File: src/hdl/sctd_pkg.sv
// ----------------------------------------------------------------------------
// sctd_pkg
// Shared constants, types and the month length table for the seconds to
// calendar date unit.
// ----------------------------------------------------------------------------
package sctd_pkg;

  localparam int unsigned SecsW       = 32;
  localparam int unsigned TodW        = 17;
  localparam int unsigned DaysW       = 16;
  localparam int unsigned BlockRemW   = 11;
  localparam int unsigned BlockCntW   = 6;
  localparam int unsigned MinsW       = 11;
  localparam int unsigned SixtyW      = 6;

  localparam int unsigned YearW       = 12;
  localparam int unsigned MonthW      = 4;
  localparam int unsigned MdayW       = 5;
  localparam int unsigned HourW       = 5;
  localparam int unsigned MinuteW     = 6;
  localparam int unsigned SecondW     = 6;
  localparam int unsigned WeekdayW    = 3;

  localparam int unsigned InDataW     = 32;
  localparam int unsigned OutDataW    = 48;

  localparam logic [TodW-1:0]      SecsPerDay   = 17'd86400;
  localparam logic [SixtyW-1:0]    Sixty        = 6'd60;
  localparam logic [BlockRemW-1:0] DaysPerBlock = 11'd1461;
  localparam logic [DaysW-1:0]     ShiftToBase  = 16'd731;
  localparam logic [DaysW-1:0]     FirstBadDay  = 16'd47482;
  localparam logic [YearW-1:0]     BaseYear     = 12'd1968;
  localparam logic [BlockRemW-1:0] LeapYearLen  = 11'd366;
  localparam logic [BlockRemW-1:0] YearLen      = 11'd365;
  localparam logic [MonthW-1:0]    LastMonthIdx = 4'd11;

  // values pinned once the count lies past the end of 2099
  localparam logic [YearW-1:0]     PinYear      = 12'd2099;
  localparam logic [MonthW-1:0]    PinMonth     = 4'd12;
  localparam logic [MdayW-1:0]     PinMday      = 5'd31;
  localparam logic [WeekdayW-1:0]  PinWeekday   = 3'd4;

  // 1970-01-01 was a thursday
  localparam logic [WeekdayW-1:0]  EpochWdayOfs = 3'd3;
  localparam logic [WeekdayW-1:0]  DaysPerWeek  = 3'd7;

  // status of a serial divider
  typedef struct packed {
    logic busy;
    logic step;
    logic qbit;
    logic done;
  } div_stat_t;

  // month length by zero based month index, february fixed in leap years
  function automatic logic [MdayW-1:0] month_len(input logic [MonthW-1:0] m,
                                                input logic leap);
    logic [MdayW-1:0] len;
    unique case (m)
      4'd1:                      len = leap ? 5'd29 : 5'd28;
      4'd3, 4'd5, 4'd8, 4'd10:   len = 5'd30;
      default:                   len = 5'd31;
    endcase
    return len;
  endfunction

endpackage

File: src/hdl/sctd_div.sv
// ----------------------------------------------------------------------------
// sctd_div
// Restoring bit-serial divider, one quotient bit per cycle, MSB first.
// ----------------------------------------------------------------------------
module sctd_div #(
  parameter int unsigned W  = sctd_pkg::SecsW,
  parameter int unsigned DW = sctd_pkg::TodW
) (
  input  logic                clk_i,
  input  logic                rst_ni,
  input  logic                start_i,
  input  logic [W-1:0]        dividend_i,
  input  logic [DW-1:0]       divisor_i,
  output sctd_pkg::div_stat_t stat_o,
  output logic [W-1:0]        quot_o,
  output logic [DW-1:0]       rem_o
);

  localparam int unsigned CW = (W > 1) ? $clog2(W) : 1;

  logic          busy_q, busy_d;
  logic          done_q, done_d;
  logic [CW-1:0] cnt_q, cnt_d;
  logic [W-1:0]  sh_q, sh_d;
  logic [DW-1:0] rem_q, rem_d;

  logic [DW:0]   trial;
  logic [DW:0]   diff;
  logic          ge;

  assign trial = {rem_q, sh_q[W-1]};
  assign diff  = trial - {1'b0, divisor_i};
  assign ge    = (trial >= {1'b0, divisor_i});

  always_comb begin
    busy_d = busy_q;
    done_d = 1'b0;
    cnt_d  = cnt_q;
    sh_d   = sh_q;
    rem_d  = rem_q;
    if (start_i) begin
      busy_d = 1'b1;
      cnt_d  = CW'(W - 1);
      sh_d   = dividend_i;
      rem_d  = '0;
    end else if (busy_q) begin
      rem_d = ge ? diff[DW-1:0] : trial[DW-1:0];
      sh_d  = {sh_q[W-2:0], ge};
      cnt_d = cnt_q - 1'b1;
      if (cnt_q == '0) begin
        busy_d = 1'b0;
        done_d = 1'b1;
      end
    end
  end

  always_ff @(posedge clk_i or negedge rst_ni) begin
    if (!rst_ni) begin
      busy_q <= 1'b0;
      done_q <= 1'b0;
    end else begin
      busy_q <= busy_d;
      done_q <= done_d;
    end
  end

  always_ff @(posedge clk_i) begin
    cnt_q <= cnt_d;
    sh_q  <= sh_d;
    rem_q <= rem_d;
  end

  assign stat_o.busy = busy_q;
  assign stat_o.step = busy_q;
  assign stat_o.qbit = ge;
  assign stat_o.done = done_q;
  assign quot_o      = sh_q;
  assign rem_o       = rem_q;

endmodule

File: src/hdl/sctd_cal.sv
// ----------------------------------------------------------------------------
// sctd_cal
// Day count to year, month and day of month: four-year blocks from 1968,
// then a year walk and a month walk of one step per cycle.
// ----------------------------------------------------------------------------
module sctd_cal (
  input  logic                           clk_i,
  input  logic                           rst_ni,
  input  logic                           start_i,
  input  logic [sctd_pkg::DaysW-1:0]     days_i,
  output logic                           done_o,
  output logic [sctd_pkg::YearW-1:0]     year_o,
  output logic [sctd_pkg::MonthW-1:0]    month_o,
  output logic [sctd_pkg::MdayW-1:0]     mday_o
);

  typedef enum logic [1:0] {
    ST_IDLE,
    ST_DIV,
    ST_YEAR,
    ST_MONTH
  } state_e;

  state_e                            state_q;
  logic                              done_q;
  logic [sctd_pkg::BlockRemW-1:0]    r_q;
  logic [1:0]                        yoff_q;
  logic                              leap_q;
  logic [sctd_pkg::MonthW-1:0]       m_q;
  logic [sctd_pkg::YearW-1:0]        year_q;
  logic [sctd_pkg::MonthW-1:0]       month_q;
  logic [sctd_pkg::MdayW-1:0]        mday_q;

  sctd_pkg::div_stat_t               bdiv_stat;
  logic [sctd_pkg::DaysW-1:0]        bdiv_quot;
  logic [sctd_pkg::BlockRemW-1:0]    bdiv_rem;
  logic [sctd_pkg::DaysW-1:0]        shifted_days;
  logic [sctd_pkg::MdayW-1:0]        len;
  logic [sctd_pkg::YearW-1:0]        year_sum;

  assign shifted_days = days_i + sctd_pkg::ShiftToBase;

  sctd_div #(
    .W  (sctd_pkg::DaysW),
    .DW (sctd_pkg::BlockRemW)
  ) u_bdiv (
    .clk_i      (clk_i),
    .rst_ni     (rst_ni),
    .start_i    (start_i),
    .dividend_i (shifted_days),
    .divisor_i  (sctd_pkg::DaysPerBlock),
    .stat_o     (bdiv_stat),
    .quot_o     (bdiv_quot),
    .rem_o      (bdiv_rem)
  );

  assign len = sctd_pkg::month_len(m_q, leap_q);
  assign year_sum = sctd_pkg::BaseYear
                  + {{(sctd_pkg::YearW-sctd_pkg::BlockCntW-2){1'b0}},
                     bdiv_quot[sctd_pkg::BlockCntW-1:0], 2'b00}
                  + {{(sctd_pkg::YearW-2){1'b0}}, yoff_q};

  always_ff @(posedge clk_i or negedge rst_ni) begin
    if (!rst_ni) begin
      state_q <= ST_IDLE;
      done_q  <= 1'b0;
      r_q     <= '0;
      yoff_q  <= '0;
      leap_q  <= 1'b0;
      m_q     <= '0;
      year_q  <= '0;
      month_q <= '0;
      mday_q  <= '0;
    end else begin
      done_q <= 1'b0;
      unique case (state_q)
        ST_IDLE: begin
          if (start_i) state_q <= ST_DIV;
        end
        ST_DIV: begin
          if (bdiv_stat.done) begin
            r_q     <= bdiv_rem;
            yoff_q  <= 2'd0;
            leap_q  <= 1'b1;
            state_q <= ST_YEAR;
          end
        end
        ST_YEAR: begin
          m_q <= '0;
          if (yoff_q == 2'd0) begin
            if (r_q < sctd_pkg::LeapYearLen) begin
              state_q <= ST_MONTH;
            end else begin
              r_q    <= r_q - sctd_pkg::LeapYearLen;
              yoff_q <= 2'd1;
              leap_q <= 1'b0;
            end
          end else if (r_q >= sctd_pkg::YearLen) begin
            r_q    <= r_q - sctd_pkg::YearLen;
            yoff_q <= yoff_q + 2'd1;
          end else begin
            state_q <= ST_MONTH;
          end
        end
        ST_MONTH: begin
          if ((m_q == sctd_pkg::LastMonthIdx) ||
              (r_q < {{(sctd_pkg::BlockRemW-sctd_pkg::MdayW){1'b0}}, len})) begin
            year_q  <= year_sum;
            month_q <= m_q + 1'b1;
            mday_q  <= r_q[sctd_pkg::MdayW-1:0] + 1'b1;
            done_q  <= 1'b1;
            state_q <= ST_IDLE;
          end else begin
            r_q <= r_q - {{(sctd_pkg::BlockRemW-sctd_pkg::MdayW){1'b0}}, len};
            m_q <= m_q + 1'b1;
          end
        end
        default: state_q <= ST_IDLE;
      endcase
    end
  end

  assign done_o  = done_q;
  assign year_o  = year_q;
  assign month_o = month_q;
  assign mday_o  = mday_q;

endmodule

File: src/hdl/seconds_to_calendar_date_unit.sv
// ----------------------------------------------------------------------------
// seconds_to_calendar_date_unit
// Flow: a serial divide by 86400 of each accepted input transaction, then the
// two chained time-of-day divides by 60 alongside the block divide by 1461
// with its year and month walks. One item at a time: a new input is taken
// only once the previous result is loaded, which waits while a stalled
// receiver still holds the result before it.
// Reset: asynchronous, active low; clears the sequencer and output valid.
// ----------------------------------------------------------------------------
module seconds_to_calendar_date_unit (
  input  logic                              clk_i,
  input  logic                              rst_ni,
  // epoch_seconds
  input  logic                              s_axis_tvalid_i,
  output logic                              s_axis_tready_o,
  input  logic [sctd_pkg::InDataW-1:0]      s_axis_tdata_i,
  // year, month, day_of_month, hour, minute, second, weekday, zero padding
  output logic                              m_axis_tvalid_o,
  input  logic                              m_axis_tready_i,
  output logic [sctd_pkg::OutDataW-1:0]     m_axis_tdata_o,
  // out_of_range
  output logic                              m_axis_tuser_o
);

  typedef enum logic [1:0] {
    ST_IDLE,
    ST_DAY,
    ST_WORK,
    ST_EMIT
  } state_e;

  state_e                          state_q;
  logic                            m_valid_q;
  logic [sctd_pkg::OutDataW-1:0]   m_data_q;
  logic                            m_user_q;
  logic                            tdone_q;
  logic                            cdone_q;
  logic [sctd_pkg::WeekdayW-1:0]   wacc_q;

  logic                            accept;
  logic                            work_start;
  logic                            t2_start;

  sctd_pkg::div_stat_t             ddiv_stat, t1_stat, t2_stat;
  logic [sctd_pkg::SecsW-1:0]      ddiv_quot;
  logic [sctd_pkg::TodW-1:0]       ddiv_rem;
  logic [sctd_pkg::TodW-1:0]       t1_quot;
  logic [sctd_pkg::SixtyW-1:0]     t1_rem;
  logic [sctd_pkg::MinsW-1:0]      t2_quot;
  logic [sctd_pkg::SixtyW-1:0]     t2_rem;

  logic                            cal_done;
  logic [sctd_pkg::YearW-1:0]      cal_year;
  logic [sctd_pkg::MonthW-1:0]     cal_month;
  logic [sctd_pkg::MdayW-1:0]      cal_mday;

  logic [sctd_pkg::DaysW-1:0]      days;
  logic                            oor;
  logic [sctd_pkg::WeekdayW:0]     wacc_dbl;
  logic [sctd_pkg::WeekdayW-1:0]   wacc_next;
  logic [sctd_pkg::WeekdayW:0]     wsum;
  logic [sctd_pkg::WeekdayW-1:0]   wday;
  logic [sctd_pkg::YearW-1:0]      o_year;
  logic [sctd_pkg::MonthW-1:0]     o_month;
  logic [sctd_pkg::MdayW-1:0]      o_mday;
  logic [sctd_pkg::WeekdayW-1:0]   o_wday;
  logic [sctd_pkg::OutDataW-1:0]   o_data;

  assign s_axis_tready_o = (state_q == ST_IDLE);
  assign accept          = s_axis_tvalid_i && s_axis_tready_o;
  assign work_start      = (state_q == ST_DAY) && ddiv_stat.done;
  assign t2_start        = t1_stat.done;

  sctd_div #(
    .W  (sctd_pkg::SecsW),
    .DW (sctd_pkg::TodW)
  ) u_ddiv (
    .clk_i      (clk_i),
    .rst_ni     (rst_ni),
    .start_i    (accept),
    .dividend_i (s_axis_tdata_i),
    .divisor_i  (sctd_pkg::SecsPerDay),
    .stat_o     (ddiv_stat),
    .quot_o     (ddiv_quot),
    .rem_o      (ddiv_rem)
  );

  // seconds of day / 60 -> minutes of day, second
  sctd_div #(
    .W  (sctd_pkg::TodW),
    .DW (sctd_pkg::SixtyW)
  ) u_t1div (
    .clk_i      (clk_i),
    .rst_ni     (rst_ni),
    .start_i    (work_start),
    .dividend_i (ddiv_rem),
    .divisor_i  (sctd_pkg::Sixty),
    .stat_o     (t1_stat),
    .quot_o     (t1_quot),
    .rem_o      (t1_rem)
  );

  // minutes of day / 60 -> hour, minute
  sctd_div #(
    .W  (sctd_pkg::MinsW),
    .DW (sctd_pkg::SixtyW)
  ) u_t2div (
    .clk_i      (clk_i),
    .rst_ni     (rst_ni),
    .start_i    (t2_start),
    .dividend_i (t1_quot[sctd_pkg::MinsW-1:0]),
    .divisor_i  (sctd_pkg::Sixty),
    .stat_o     (t2_stat),
    .quot_o     (t2_quot),
    .rem_o      (t2_rem)
  );

  assign days = ddiv_quot[sctd_pkg::DaysW-1:0];

  sctd_cal u_cal (
    .clk_i   (clk_i),
    .rst_ni  (rst_ni),
    .start_i (work_start),
    .days_i  (days),
    .done_o  (cal_done),
    .year_o  (cal_year),
    .month_o (cal_month),
    .mday_o  (cal_mday)
  );

  // day count mod 7 built from the quotient bits as they come out
  assign wacc_dbl  = {wacc_q, ddiv_stat.qbit};
  assign wacc_next = (wacc_dbl >= {1'b0, sctd_pkg::DaysPerWeek})
                   ? sctd_pkg::WeekdayW'(wacc_dbl - {1'b0, sctd_pkg::DaysPerWeek})
                   : wacc_dbl[sctd_pkg::WeekdayW-1:0];

  assign wsum = {1'b0, wacc_q} + {1'b0, sctd_pkg::EpochWdayOfs};
  assign wday = ((wsum >= {1'b0, sctd_pkg::DaysPerWeek})
              ? sctd_pkg::WeekdayW'(wsum - {1'b0, sctd_pkg::DaysPerWeek})
              : wsum[sctd_pkg::WeekdayW-1:0]) + 1'b1;

  assign oor     = (days >= sctd_pkg::FirstBadDay);
  assign o_year  = oor ? sctd_pkg::PinYear    : cal_year;
  assign o_month = oor ? sctd_pkg::PinMonth   : cal_month;
  assign o_mday  = oor ? sctd_pkg::PinMday    : cal_mday;
  assign o_wday  = oor ? sctd_pkg::PinWeekday : wday;

  assign o_data = {7'd0, o_wday, t1_rem, t2_rem,
                   t2_quot[sctd_pkg::HourW-1:0], o_mday, o_month, o_year};

  always_ff @(posedge clk_i or negedge rst_ni) begin
    if (!rst_ni) begin
      state_q   <= ST_IDLE;
      m_valid_q <= 1'b0;
      m_data_q  <= '0;
      m_user_q  <= 1'b0;
      tdone_q   <= 1'b0;
      cdone_q   <= 1'b0;
      wacc_q    <= '0;
    end else begin
      // in ST_EMIT the output register is reloaded below instead
      if (m_valid_q && m_axis_tready_i && (state_q != ST_EMIT)) m_valid_q <= 1'b0;
      if (ddiv_stat.step) wacc_q <= wacc_next;
      unique case (state_q)
        ST_IDLE: begin
          if (accept) begin
            wacc_q  <= '0;
            tdone_q <= 1'b0;
            cdone_q <= 1'b0;
            state_q <= ST_DAY;
          end
        end
        ST_DAY: begin
          if (ddiv_stat.done) state_q <= ST_WORK;
        end
        ST_WORK: begin
          if (t2_stat.done) tdone_q <= 1'b1;
          if (cal_done) cdone_q <= 1'b1;
          if (tdone_q && cdone_q) state_q <= ST_EMIT;
        end
        ST_EMIT: begin
          // the output register may still hold the previous transaction
          if (!m_valid_q || m_axis_tready_i) begin
            m_data_q  <= o_data;
            m_user_q  <= oor;
            m_valid_q <= 1'b1;
            state_q   <= ST_IDLE;
          end
        end
        default: state_q <= ST_IDLE;
      endcase
    end
  end

  assign m_axis_tvalid_o = m_valid_q;
  assign m_axis_tdata_o  = m_data_q;
  assign m_axis_tuser_o  = m_user_q;

endmodule

File: config.mk
export PLATFORM = sky130hd
export DESIGN_NAME = seconds_to_calendar_date_unit
export DESIGN_NICKNAME = d
export VERILOG_FILES = /design/src/hdl/sctd_pkg.sv /design/src/hdl/sctd_div.sv /design/src/hdl/sctd_cal.sv /design/src/hdl/seconds_to_calendar_date_unit.sv
export SDC_FILE = /design/constraint.sdc
export NUM_CORES = 1
export LEC_CHECK = 0
export BUFFER_PORTS_ARGS = -buffer_cell sky130_fd_sc_hd__buf_4
export CAP_MARGIN = 20
export CORE_MARGIN = 2
export CORE_UTILIZATION = 50
export DETAILED_ROUTE_END_ITERATION = 6
export PLACE_DENSITY = 0.73
export REMOVE_ABC_BUFFERS = 1
export SYNTH_ARGS = -nofsm -noshare
export SYNTH_HDL_FRONTEND = slang
export SYNTH_SLANG_ARGS = --single-unit
File: constraint.sdc
create_clock -name clk_i -period 8.1 [get_ports clk_i]
set_input_delay 1.62 -clock clk_i [delete_from_list [all_inputs] [get_ports clk_i]]
set_output_delay 1.62 -clock clk_i [all_outputs]
set_load 0.005 [all_outputs]
# After elaboration in Yosys (flattened, before gate mapping)
# Index checks and enable logic that the tools add are counted.
totals:
  reg_bits: 234
  latch_bits: 0
  mem_bits_rw: 0
  romBits: 0
  input_bits: 36
  out_inout_bits: 51
  wordCells: 216
  mem_count: 0
classes:
  addsub: 21
  n_mul: 0
  div: 0
  n_lt_le_gt_ge: 10
  eq_ne: 29
  shift: 0
  n_mux: 86
  bitwise_logic: 0
  n_reduce_logical: 34
ops:
  columns: ["op", "n"]
  rows:
  - ["$mux W11", 8]
  - ["$mux W32", 2]
  - ["$mux W17", 3]
  - ["$mux W1", 36]
  - ["$pmux W11 S3", 1]
  - ["$mux W16", 2]
  - ["$mux W2", 14]
  - ["$sub A11 B9 Y11 const B", 2]
  - ["$ge A18 B17 Y1 const B", 1]
  - ["$mux W3", 6]
  - ["$sub A17 B17 Y17 const B", 1]
  - ["$add A16 B10 Y16 const B", 1]
  - ["$ge A16 B16 Y1 const B", 1]
  - ["$pmux W2 S4", 2]
  - ["$ge A7 B6 Y1 const B", 2]
  - ["$ne A2 B1 Y1 const B", 7]
  - ["$reduce_bool A2 Y1", 7]
  - ["$add A11 B8 Y12 const A", 1]
  - ["$add A12 B2 Y12", 1]
  - ["$eq A4 B4 Y1 const B", 3]
  - ["$ge A12 B11 Y1 const B", 1]
  - ["$mux W12", 1]
  - ["$mux W6", 2]
  - ["$ne A2 B2 Y1 const B", 6]
  - ["other kinds (41)", 69]

# Depth between registers and ports, before layout
# Gate-level depths: netlist (run 1).
logic_depth:
  ltp_word: 7
  depth_mapped: 16
  depth_no_buf: 14

# By module
# From an unflattened synthesis (run 1), not the netlist that was laid out.
hier_totals:
  cells_unflattened: 1358
  hier_area_um2: 13671.9
modules_own_cells:
  columns: ["module", "n_inst", "cells_per_inst", "area_each_um2", "seq_area_each_um2"]
  rows:
  - ["sctd_div at u_ddiv", 1, 319, 3365.7, 1451.4]
  - ["sctd_cal", 1, 347, 3004.1, 1026.0]
  - ["seconds_to_calendar_date_unit", 1, 216, 2220.9, 1251.2]
  - ["sctd_div at u_cal.u_bdiv", 1, 203, 2115.8, 830.8]
  - ["sctd_div at u_t1div", 1, 146, 1630.3, 780.7]
  - ["sctd_div at u_t2div", 1, 127, 1335.0, 580.6]

# Worst setup path after synthesis (run 1)
# No wires, ideal clock.
synth_path:
  path_type: "input-to-reg"
  start: "input port s_axis_tvalid_i"
  end: "register u_ddiv.sh_q[0], in the netlist u_ddiv.quot_o[0], enable pin"
  setup_ps: 478
  arrival_time_ps: 2668
  t_required_ps: 7622
  setup_slack_ps: 4954
  cell_stages: 3
  n_path_buf: 1
  path_cell_list: "nand2_1 clkbuf_1 nand2_1"
synth_between:
  elab_chain_cells: 2
synth_lines:
  columns: ["element", "line", "rtl"]
  rows:
  - ["from (decl)", "seconds_to_calendar_date_unit.sv:14", "input logic s_axis_tvalid_i,"]
  - ["$logic_and A1 B1 Y1", "seconds_to_calendar_date_unit.sv:70", "assign accept = s_axis_tvalid_i && s_axis_tready_o;"]
  - ["$reduce_bool A2 Y1 (no line)", null, null]
  - ["to (signal assigned)", "sctd_div.sv:69", "sh_q <= sh_d;"]
  - ["to (decl)", "sctd_div.sv:24", "logic [W-1:0] sh_q, sh_d;"]
# Every way passes these cells.
# A chain may end at the register's enable or synchronous reset.

# Worst setup path after layout (run 1)
layout_path:
  start: "register u_cal.m_q[0] (netlist name)"
  end: "register u_cal.r_q[2] (netlist name)"
layout_between:
  elab_chain_cells: 7
  elab_cells_between_ends: 15
  classes_between: "add/sub (1); order compare (1); eq/ne (7); mux (3); reduce/logical (3)"
layout_lines:
  columns: ["element", "line", "rtl"]
  rows:
  - ["from (decl)", "sctd_cal.sv:29", "logic [sctd_pkg::MonthW-1:0] m_q;"]
  - ["from (signal assigned)", "sctd_cal.sv:115", "m_q <= m_q + 1'b1;"]
  - ["$eq A4 B2 Y1, or another cell as far along", "sctd_pkg.sv:59", "unique case (m)"]
  - ["$reduce_or A4 Y1", "sctd_pkg.sv:59", null]
  - ["$pmux W5 S2", "sctd_pkg.sv:59", null]
  - ["$lt A11 B5 Y1", "sctd_cal.sv:107", "(r_q < {{(sctd_pkg::BlockRemW-sctd_pkg::MdayW){1'b0}}, len})) begin"]
  - ["$logic_or A1 B1 Y1", "sctd_cal.sv:106", "if ((m_q == sctd_pkg::LastMonthIdx) ||"]
  - ["$ne A2 B2 Y1 (no line)", null, null]
  - ["$reduce_and A5 Y1 (no line)", null, null]
  - ["to (signal assigned)", "sctd_cal.sv:94", "r_q <= r_q - sctd_pkg::LeapYearLen;"]
  - ["to (signal assigned)", "sctd_cal.sv:99", "r_q <= r_q - sctd_pkg::YearLen;"]
  - ["to (signal assigned)", "sctd_cal.sv:114", "r_q <= r_q - {{(sctd_pkg::BlockRemW-sctd_pkg::MdayW){1'b0}}, len};"]
  - ["to (decl)", "sctd_cal.sv:26", "logic [sctd_pkg::BlockRemW-1:0] r_q;"]
# Parallel ways exist; a longest one is shown, timed or not. The select of a mux whose other input is x is not followed.

==> results of run 1 <==
[state kept, by name, summed over array words and instances, names as in the netlist, 5 cells and up]
signal and cells:
u_t1div.quot_o 17, u_ddiv.rem_o 17, u_t1div.cnt_q 5, u_t1div.rem_o 6
u_cal.r_q 11, u_cal.year_o 11, u_ddiv.cnt_q 5, u_cal.u_bdiv.rem_o 11
u_ddiv.quot_o 32, m_axis_tdata_o 40, u_cal.mday_o 5, u_t2div.quot_o 11
u_cal.u_bdiv.quot_o 16, u_t2div.rem_o 6
[cell type report]
| cell class | instances | area, sq um | share of cell area [%] |
|---|---|---|---|
| repair buffers | 89 | 688.2 | 5.318 |
| clock buffers | 39 | 790.8 | 6.110 |
| inverters | 48 | 180.2 | 1.392 |
| multi-input cells | 851 | 4907 | 37.92 |
| clock inverters | 9 | 128.9 | 0.9958 |
| well taps | 280 | 350.3 | 2.707 |
| flip-flops and latches | 232 | 5896 | 45.56 |
[cells by family (layout without fill, tap and decap cells)]
kind of cell / after synthesis / after routing
buffers and inverters: 122 / 185
flip-flops: 232 / 232
other: 1 / 7
adder cells (fa/ha/maj): 38 / 38
AND/OR/NAND/NOR: 453 / 453
AO/OA/AOI/OAI: 263 / 263
multiplexers: 31 / 31
XOR/XNOR: 59 / 59
[path summary, 6_finish.rpt]
kind / endpoint / slack, ns / cells past startpoint
worst max-delay path: u_cal.r_q[2] / 4.49 / 11
worst min-delay path: m_axis_tdata_o[31] / 0.45 / 2
worst max register to register: u_cal.r_q[2] / 4.49 / 11
worst min register to register: m_axis_tdata_o[31] / 0.45 / 2
max in group asynchronous: wacc_q[2] / 5.91 / 2
min in group asynchronous: u_cal.r_q[4] / 1.12 / 1
[where the power goes]
| part | total [mW] | internal [mW] | switching [mW] |
|---|---|---|---|
| registers | 1.89 | 1.56 | 0.331 |
| clock network | 1.24 | 0.770 | 0.467 |
| logic | 1.47 | 0.662 | 0.803 |
| total | 4.59 | 2.99 | 1.60 |
[placed cells by master, fill, tap and decap left out, types with 19 or more instances in the layout]
| cell | instances |
|---|---|
| nand2_1 | 293 |
| dfrtp_1 | 98 |
| o21ai_0 | 96 |
| buf_4 | 88 |
| edfxtp_1 | 76 |
| a21oi_1 | 70 |
| nor2_1 | 68 |
| dfxtp_1 | 58 |
| inv_1 | 47 |
| xnor2_1 | 41 |
| ha_1 | 37 |
| clkbuf_16 | 27 |
| mux2i_1 | 19 |
[through the flow]
step / power (mW) / worst slack, ns / area, sq um / hold WS (ns)
after global routing: 4.904 / 4.323 / 12940 / 0.4814
after floorplan: 2.843 / 4.498 / 10980 / 0.4253
final: 4.590 / 4.493 / 12940 / 0.4549
after global placement: 3.297 / 4.617 / 11990 / 0.4443
after detailed placement: 3.364 / 4.518 / 12010 / 0.4498
after CTS: 4.614 / 4.490 / 12930 / 0.4565
[synth_stat cells, types with 11 or more instances]
cell	instances	area, sq um
inv_1	47	176.4
mux2_2	12	135.1
dfrtp_1	98	2452
mux2i_1	19	190.2
nand2_1	294	1104
edfxtp_1	76	2282
xor2_1	18	157.7
dfxtp_1	58	1161
clkbuf_1	56	210.2
o21ai_0	97	485.5
nand2b_1	14	87.58
nor2_1	68	255.2
xnor2_1	41	359.1
nor3_1	12	60.06
a21oi_1	70	350.3
o22a_1	13	113.9
a211oi_1	11	82.58
nand3_1	18	90.09
ha_1	37	462.9
a22o_1	11	96.34
[routing by layer]
layer | track usage [%] | vias up
met5 | 0 | -
met4 | 4.762 | 0
met3 | 2.830 | 39
met2 | 31.86 | 245
met1 | 29.52 | 3942
li1 | - | 4192
[critical path: stages, from the launching register on]
cell and delay, ns:
dfrtp_1 0.44, ha_1 0.29, or3_1 0.43, inv_1 0.08
ha_1 0.11, nor2b_2 0.16, o2111a_4 0.26, o21a_4 0.39
inv_2 0.16, or4_4 0.67, or4_1 0.44, nand4_1 0.10
==> results.cfg, run 1 <==
[yosys]
synth-adder-area-share_pct = 4.283
synth-compound-area-share_pct = 14.47
yosysUniqueCellTypes = 68
synth_top_family_by_area = simple AND/OR/NAND/NOR gates
ys.flop_type = dfrtp_1
synth_edf_count = 76
synth_xor_area_share_pct = 4.582
async_flop_share_pct = 42.24
yosysWarningCount = 0
synth_mux_area_share_pct = 2.885
synth_area_per_cell_sq_um = 9.405
synth-simple-area-share_pct = 17.03
syn_area_sq_mm = 0.01128
ys_ff_latch = 232
ys_seq_area_share_pct = 52.28
syn_inst = 1199

[global_route]
grt_pass1_vias = 7878
grt_overflow = 0
grt_pass1_wl_um = 40020
antenna_found_initial = 0
grt_usage_pct = 20.12
grt_max_degree = 55

[timing]
finalClockSkew_ns = 0.01512
rsz0062_at_grt = no
period_needed_ns = 3.607
clock.fmax_mhz = 277.3
drv_slew = 0
hold_violations = 0
setup_tns_ns = 0
post-route-period-util_pct = 44.53
setup_viol = 0
worst_slew_pin_slew_ns = 0.8537
max-slew-margin-rel_pct = 43.09

[die]
std_cell_rows = 54
core_area_sq_mm = 0.02196
ios = 87
start_util_pct = 51.36
die_w_um = 154.2
die_area_sq_mm = 0.02377
die_h_um = 154.2

[routing]
wl_met1_um = 11180
vias = 8418
met3_length_um = 1265
top_layer_used = met4
drtIter0Drc = 522
drt-total-wl_um = 23630
ant_nets = 0
wl_per_cell_um = 15.27
drc = 0
first_pass_iters = 5
route.met2.wl_um = 10790
via_per_inst = 5.438

[final_layout]
fillers = 1841
nNetsFinal = 1322
instances_no_fill = 1548
final_util_pct = 58.93
drive_above_1_share_pct = 12.38
antenna_cells = 0
area_growth_pct = 14.76

[clocking]
clkTransAtPathRegs_ns = 0.07
root_buffer = clkbuf_16
cts_sinks = 232
clk-insertion-delay-late_ns = 0.53
cts_max_path_buffers = 3
cts_tree = yes
cts_resized = 0
cts_made_buffers = 26
h-tree-depth = 1
postCtsSetupBuffers = 0
hold_buffers = 0

[place]
dp_hpwl_um = 15810
gp_congestion = 0.8400
portBuffers = 79
dpl.cell_count = 1499

[pwr]
cellPowerDensity_mw_per_mm2 = 354.7
p_leak_nw = 5.811
peakVddDrop_v = 0.0001831

[status]
outcome = completed

[worst_setup_path]
path_class = register to register
crit_start = u_cal.m_q[0]
path_max_fanout = 39
cp.arrival_ns = 4.07
cp-start-kind = register
critical_path_required_ns = 8.56
timing.rr.start = u_cal.m_q[0]
crit_path_end_kind = register

[flow_run]
cap_violations = 0

[hold_path]
hold_path.class = register to register
hp-start = u_t2div.rem_o[5]
Note: power is estimated with default switching activity, not from simulation.
==> run 2: changes to the inputs <==
- ABC_AREA: default -> 1
- clock period: 8.1 -> 3.5 ns (I/O delays scaled with it)
==> results.cfg, run 2 <==
[status]
outcome = completed

[timing]
max-slew-margin-rel_pct = 30.45
finalClockSkew_ns = 0.01550
setup_tns_ns = 0
hold_violations = 0
setup_viol = 0
drv_slew = 0
clock.fmax_mhz = 350.1
worst_slew_pin_slew_ns = 1.041
rsz0062_at_grt = no
post-route-period-util_pct = 81.61
period_needed_ns = 2.857

[routing]
drt-total-wl_um = 25700
via_per_inst = 5.161
vias = 9744
ant_nets = 0
first_pass_iters = 5
wl_per_cell_um = 13.61
drtIter0Drc = 641
drc = 0

[die]
die_h_um = 157.6
die_w_um = 157.6
std_cell_rows = 56
ios = 87
die_area_sq_mm = 0.02484
core_area_sq_mm = 0.02333
start_util_pct = 50.57

[hold_path]
hold_path.class = input pin to asynchronous set/reset pin

[clocking]
postCtsSetupBuffers = 0
cts_resized = 0
cts_tree = yes
h-tree-depth = 1
clk-insertion-delay-late_ns = 0.53
cts_made_buffers = 25
cts_max_path_buffers = 3
cts_sinks = 232
root_buffer = clkbuf_16
clkTransAtPathRegs_ns = 0.06
hold_buffers = 0

[final_layout]
drive_above_1_share_pct = 9.242
fillers = 2152
final_design_area_no_fill_sq_mm = 0.01336
area_growth_pct = 13.25
final_util_pct = 57.27
largest_reg_flops = 40
layout_commonest_cell = nand2_1
nNetsFinal = 1624
layout_common_cells = nand2_1 (412), inv_1 (182), o21ai_0 (156), nor2_1 (137), nand3_1 (105)
antenna_cells = 0

[yosys]
yosysWarningCount = 0
syn_inst = 1484
syn_area_sq_mm = 0.01180
async_flop_share_pct = 42.24
ys_seq_area_share_pct = 49.97
synthMostInstantiatedCell = nand2_1
synth_top_area_cell = dfrtp_1
synth_top_area_share_pct = 20.78
yosysUniqueCellTypes = 48
ys.flop_type = dfrtp_1
synth_edf_count = 76
yosys-top-cells-area = dfrtp_1 (21%), edfxtp_1 (19%), nand2_1 (13%), dfxtp_1 (9.8%), o21ai_0 (6.6%)
synth_commonest_cells = nand2_1 (412), inv_1 (182), o21ai_0 (156)
synth_area_per_cell_sq_um = 7.951
ys_ff_latch = 232

[worst_setup_path]
slowest_stage = dfrtp_1
cp.arrival_ns = 3.25
path_class = register to register
path_max_fanout = 16
cpPeakStageDelay_ns = 0.42
path_cells = inv_1 -> ha_1 -> nor2_1 -> o32ai_1 -> a21oi_1 -> ha_1 -> o21ai_0 -> nand2_1 -> nand2_1 -> nand2_1 -> nand2_2 -> inv_1 -> nor2_1 -> o21ai_0
crit_top_cell = nand2_1
cp-start-kind = register
critical_path_required_ns = 3.90
crit_path_end_kind = register

[global_route]
grt_pass1_wl_um = 43570
grt_max_degree = 53
antenna_found_initial = 0
grt_pass1_vias = 9034
grt_usage_pct = 21.25
grt_overflow = 0

[place]
portBuffers = 79
dp_hpwl_um = 18080
place_area_sq_mm = 0.01262
gp_congestion = 0.8839

[flow_run]
cap_violations = 0

[pwr]
cellPowerDensity_mw_per_mm2 = 839.8
peakVddDrop_v = 0.0004883
finalPower_mw = 11.22
p_leak_nw = 6.552
==> run 2: cell types whose count changed after synthesis, sizes merged, moves of 12 or more <==
cell    previous run  this run
o22ai              3        19
o21ai            100       157
nand3             18       108
nand4              5        23
a21oi             70        37
o22a              13         0
xnor2             41         4
nand2b            14         0
clkbuf            56        28
inv               48       186
nand2            294       418
nor2              68       139
mux2              12         0
mux2i             19         0
==> run 2: final timing paths <==
check	from	end	slack [ns]	cells after the start
max	u_cal.m_q[0]	u_cal.m_q[2]	0.64	14
max in group asynchronous	rst_ni	u_cal.r_q[9]	2.58	2
max reg2reg	u_cal.m_q[0]	u_cal.m_q[2]	0.64	14
min reg2reg	u_cal.yoff_q[1]	u_cal.yoff_q[1]	0.48	2
min in group clk_i	s_axis_tdata_i[26]	u_ddiv.quot_o[26]	0.43	3
min	rst_ni	m_axis_tdata_o[31]	0.20	1
==> run 2: final cells by class <==
cell class	count	area, sq um	area share (%)
flip-flops and latches	232	5896	44.12
multi-input cells	1013	4932	36.91
inverters	189	711.9	5.328
repair buffers	89	680.7	5.094
clock buffers	35	673.1	5.038
well taps	319	399.1	2.987
clock inverters	11	68.82	0.5150
==> run 2: metal layers <==
metal | vias up | part of all wire (%) | global-route usage [%]
met2 | 243 | 45 | 33.73
met3 | 34 | 5.7 | 3.258
li1 | 4940 | - | -
met4 | 0 | 1.8 | 5.368
met5 | - | 0 | 0
met1 | 4527 | 48 | 30.67
==> run 2: through the flow <==
| stage | std cells | hold WS [ns] | setup slack, ns |
|---|---|---|---|
| after CTS | 1888 | 0.2190 | 0.6796 |
| after global routing | 1888 | 0.2459 | 0.3527 |
| after detailed placement | 1842 | 0.4610 | 0.6936 |
| after global placement | 1842 | 0.4539 | 0.8051 |
| final | 1888 | 0.2027 | 0.6435 |
| after floorplan | 1434 | 0.4044 | 0.07474 |
==> run 2: kinds of logic after synthesis <==
kind of cell / Yosys count / synth area share, %
and+or+nand+nor: 709 / 25.09
adders and majority gates: 38 / 4.093
buffers and inverters: 245 / 8.420
DFF: 232 / 49.97
xor gates and xnor gates: 18 / 1.336
AOI/OAI and AO/OA: 241 / 11.06
other: 1 / 0.03178
==> run 2: critical path: cells and delay by family, from the launching register on <==
kind	cells	cell delay, ns
and+or+nand+nor	6	0.81
DFF	1	0.42
buffers and inverters	2	0.35
adders and majority gates	2	0.38
AOI/OAI and AO/OA	4	0.77
==> run 2: report_power, final <==
group / internal (mW) / switching (mW)
combinational: 1.67 / 2.67
sequential: 3.77 / 0.712
clock: 1.35 / 1.05
total: 6.78 / 4.44
